$ cat config.mk
export PLATFORM = sky130hd
export DESIGN_NAME = hmm_ram
export DESIGN_NICKNAME = d
export VERILOG_FILES = /design/src/hmm_ram.sv
export SDC_FILE = /design/constraint.sdc
export NUM_CORES = 2
export LEC_CHECK = 0
export BUFFER_PORTS_ARGS = -buffer_cell sky130_fd_sc_hd__clkbuf_2
export CAP_MARGIN = 10
export CORE_ASPECT_RATIO = 0.6
export CORE_MARGIN = 2
export CORE_UTILIZATION = 46
export CTS_BUF_LIST = sky130_fd_sc_hd__clkbuf_8
export CTS_CLUSTER_SIZE = 12
export DETAILED_ROUTE_END_ITERATION = 7
export PLACE_DENSITY_LB_ADDON = 0.2
export REMOVE_ABC_BUFFERS = 1
export SYNTH_ARGS = -nofsm -noshare
export SYNTH_HDL_FRONTEND = slang
export SYNTH_SLANG_ARGS = --single-unit
$ cat constraint.sdc
create_clock -name clk -period 5.79 [get_ports clk]
set_clock_uncertainty 0.2 [all_clocks]
set_input_delay 0.579 -clock clk [delete_from_list [all_inputs] [get_ports clk]]
set_output_delay 0.579 -clock clk [all_outputs]
set_load 0.02 [all_outputs]
$ cat src/hmm_ram.sv
`default_nettype none

module hmm_ram #(
    parameter int WIDTH = 8,
    parameter int DEPTH = 256
) (
    input  wire logic                     clk,
    input  wire logic                     we,
    input  wire logic [$clog2(DEPTH)-1:0] waddr,
    input  wire logic [WIDTH-1:0]         wdata,
    input  wire logic                     re,
    input  wire logic [$clog2(DEPTH)-1:0] raddr,
    output logic      [WIDTH-1:0]         rdata
);

    logic [WIDTH-1:0] mem [DEPTH];

    always_ff @(posedge clk)
    begin
        if (we)
        begin
            mem[waddr] <= wdata;
        end
        if (re)
        begin
            rdata <= mem[raddr];
        end
    end

endmodule

`default_nettype wire

==> qor.yml <==
grt_usage_pct: 24.1
final_cell_mix: "edfxtp_1, mux4_2, clkbuf_8"
tightest_slew_ns: 1.29
drt_pass1_iterations: 6
area_delta_synth_final_pct: 10.1
hp-class: "input pin to register"
cpMaxStageDelayCell: "o32ai_1"
cts_buffer_depth: 4
via_count: 39900
max_stage_delay_ns: 0.98
synthArstFlopShare_pct: 0
antenna_found_initial: 7
wl_per_cell_um: 33.2
rows: 118
rsz0062_at_grt: "false"
netlist-cell-type-count: 54
clk_latency_ns: 0.93
fp.dieH_um: 326
synthAdderAreaFrac_pct: 0
final_net_count: 3975
portBuffers: 34
ys_seq_area_share_pct: 77.5
min_to: "mem[240][4]$_DFFE_PP_"
power_density_nw_per_um2: 326
crit_path_frequent_cell: "buf_4"
reg2reg_to: "rdata[3]$_DFFE_PP_"
synth-simple-area-share_pct: 2.63
place.gp.congestion: 0.867
muxShareOfSynthArea_pct: 14.6
yosys_warnings: 0
cts_made_buffers: 298
cts_hold_buf: 8
critPathLaunchType: "input pin"
grt_pass1_vias: 39000
synth-xor-area-share_pct: 0
dp_hpwl_um: 131000
path_clk_slew_ns: 0.06
ir_drop_mv: 0.161
setup_viol: 0
core_um2: 172000
max_freq_mhz: 251
cts_setup_buffers: 0
reg2reg_depth: 6
criticalPathCategory: "input pin to register"
synth-seq-cells: 2056
start_util_pct: 46.2
synth_flop_cell: "edfxtp_1"
drt_wl_total_um: 213000
cp.required_ns: 6.33
slew_viol_final: 0
cts_tree: "built"
overflow: 0
dieArea_um2: 177000
maxCapViolCount: 0
avgViaCountPerCell: 6.20
syn_area_per_cell_um2: 21.3
grt_pass1_wl_um: 299000
drtIter0Drc: 5749
leakage_uw: 0.0271
place_worst_setup_slack_ns: 0.973
cts-root-buf: "clkbuf_8"
status: "completed"
crit_chain: "buf_4, or2b_1, buf_4, o221ai_1, a21oi_1, o32ai_1, nor3_2, nor4_1"
synth_compound_area_share_pct: 3.42
cp-end-kind: "register"
finalHoldViolCount: 0
finalCriticalPeriod_ns: 3.99
r2r_start: "mem[211][3]$_DFFE_PP_"
synth_top_family_by_area: "multiplexers"
maxSlewHeadroom_pct: 13.7
syn_area_um2: 79600
hp-start: "wdata[4]"
fin_setup_tns_ns: 0
die_w_um: 541
regToRegSetupSlack_ns: 2.27
grt_max_degree: 177
hold_path_depth: 1
synth-edff-count: 2056
cts_resized: 0
ant_nets: 0
crit_arrival_ns: 4.52
h-tree-depth: 5
pin_count: 35
drive_gt1_share_pct: 23.2
clock-sinks: 2056
cp_max_fo: 32
finalCritPeriodShare_pct: 68.9
syn_inst: 3733
layout_commonest_cell: "edfxtp_1"
fin_ws_ns: 1.80
drc: 0
==> area by class of cell <==
class | instances | area, µm²
Antenna cell | 2 | 5.00
Clock buffer | 305 | 4200
Clock inverter | 203 | 961
Fill cell | 13600 | 84600
Inverter | 2 | 7.51
Multi-Input combinational cell | 1442 | 16500
Sequential cell | 2056 | 61700
Tap cell | 2280 | 2850
Timing Repair Buffer | 148 | 1410
==> per-layer routing <==
metal | wire [µm] | track usage (%)
met1 | 95700 | 37.9
met2 | 84100 | 30.4
met3 | 28900 | 10.3
met4 | 4540 | 5.75
met5 | 208 | 0.742
==> through the flow <==
step / hold slack, ns / instance area [µm²] / utilization, % / power, µW / std cells
4_1_cts: 0.0193 / 87700 / 50.9 / 28700 / 6436
2_1_floorplan: 0.478 / 78200 / - / 17300 / 3500
6_report: 0.0400 / 87700 / 50.9 / 28600 / 6438
3_5_place_dp: 0.799 / 82400 / 47.9 / 18300 / 5920
3_3_place_gp: 0.797 / 82400 / 47.8 / 18300 / 5919
5_1_grt: 0.0549 / 87700 / 50.9 / 29400 / 6437
==> worst max-delay path: cells and delay by family <==
| kind | cells | cell delay (ns) |
|---|---|---|
| compound gates | 3 | 1.79 |
| simple gates | 3 | 1.21 |
| buf+inv | 2 | 0.86 |
==> registers in the layout (all words and copies together), names as in the netlist <==
| signal | flops |
|---|---|
| rdata | 8 |
| mem | 2048 |
==> Yosys cell counts, types with 3 or more instances <==
master	instances	area, µm²
o22ai_1	28	175
mux4_2	454	10200
nand3_1	34	170
nand2_1	33	124
nor2b_1	31	194
or2_2	4	25.0
nor4_1	24	150
buf_2	31	155
o22a_1	5	43.8
a21oi_1	96	480
buf_6	21	236
a211oi_1	16	120
and2_1	6	37.5
o21ai_0	10	50.1
nand2b_1	8	50.1
nor3_1	22	110
o32ai_1	4	35.0
buf_4	27	203
nor2_1	282	1060
buf_12	8	160
edfxtp_1	2056	61700
nor4_2	3	37.5
o211ai_1	10	75.1
mux2i_1	134	1340
a22oi_1	133	998
a22o_1	8	70.1
a221oi_1	13	114
o221ai_1	46	403
buf_8	13	195
clkbuf_1	111	417
buf_1	22	82.6
nand4_1	10	62.6
==> how the worst max path moves through the flow <==
stage              from                 end  slack (ns)
2_1_floorplan  raddr[2]  rdata[6]$_DFFE_PP_        2.52
3_3_place_gp   raddr[0]  rdata[6]$_DFFE_PP_        1.01
3_5_place_dp   raddr[2]  rdata[5]$_DFFE_PP_        0.97
4_1_cts        raddr[2]  rdata[5]$_DFFE_PP_        1.95
5_1_grt        raddr[2]  rdata[5]$_DFFE_PP_        1.70
6_report       raddr[2]  rdata[5]$_DFFE_PP_        1.80
==> logic make-up (layout without fill, tap and decap cells) <==
kind of cell / after synthesis / in the layout
other cells: 0 / 2
mux: 591 / 591
simple gates: 466 / 466
buf+inv: 235 / 658
flops: 2056 / 2056
compound gates: 385 / 385
==> power by group <==
part	switching [µW]	total (µW)	internal, µW
Clock	5520	10600	5070
Combinational	1050	1550	499
Sequential	15.1	16400	16400
No activity file was read; power rests on OpenSTA's default activity.
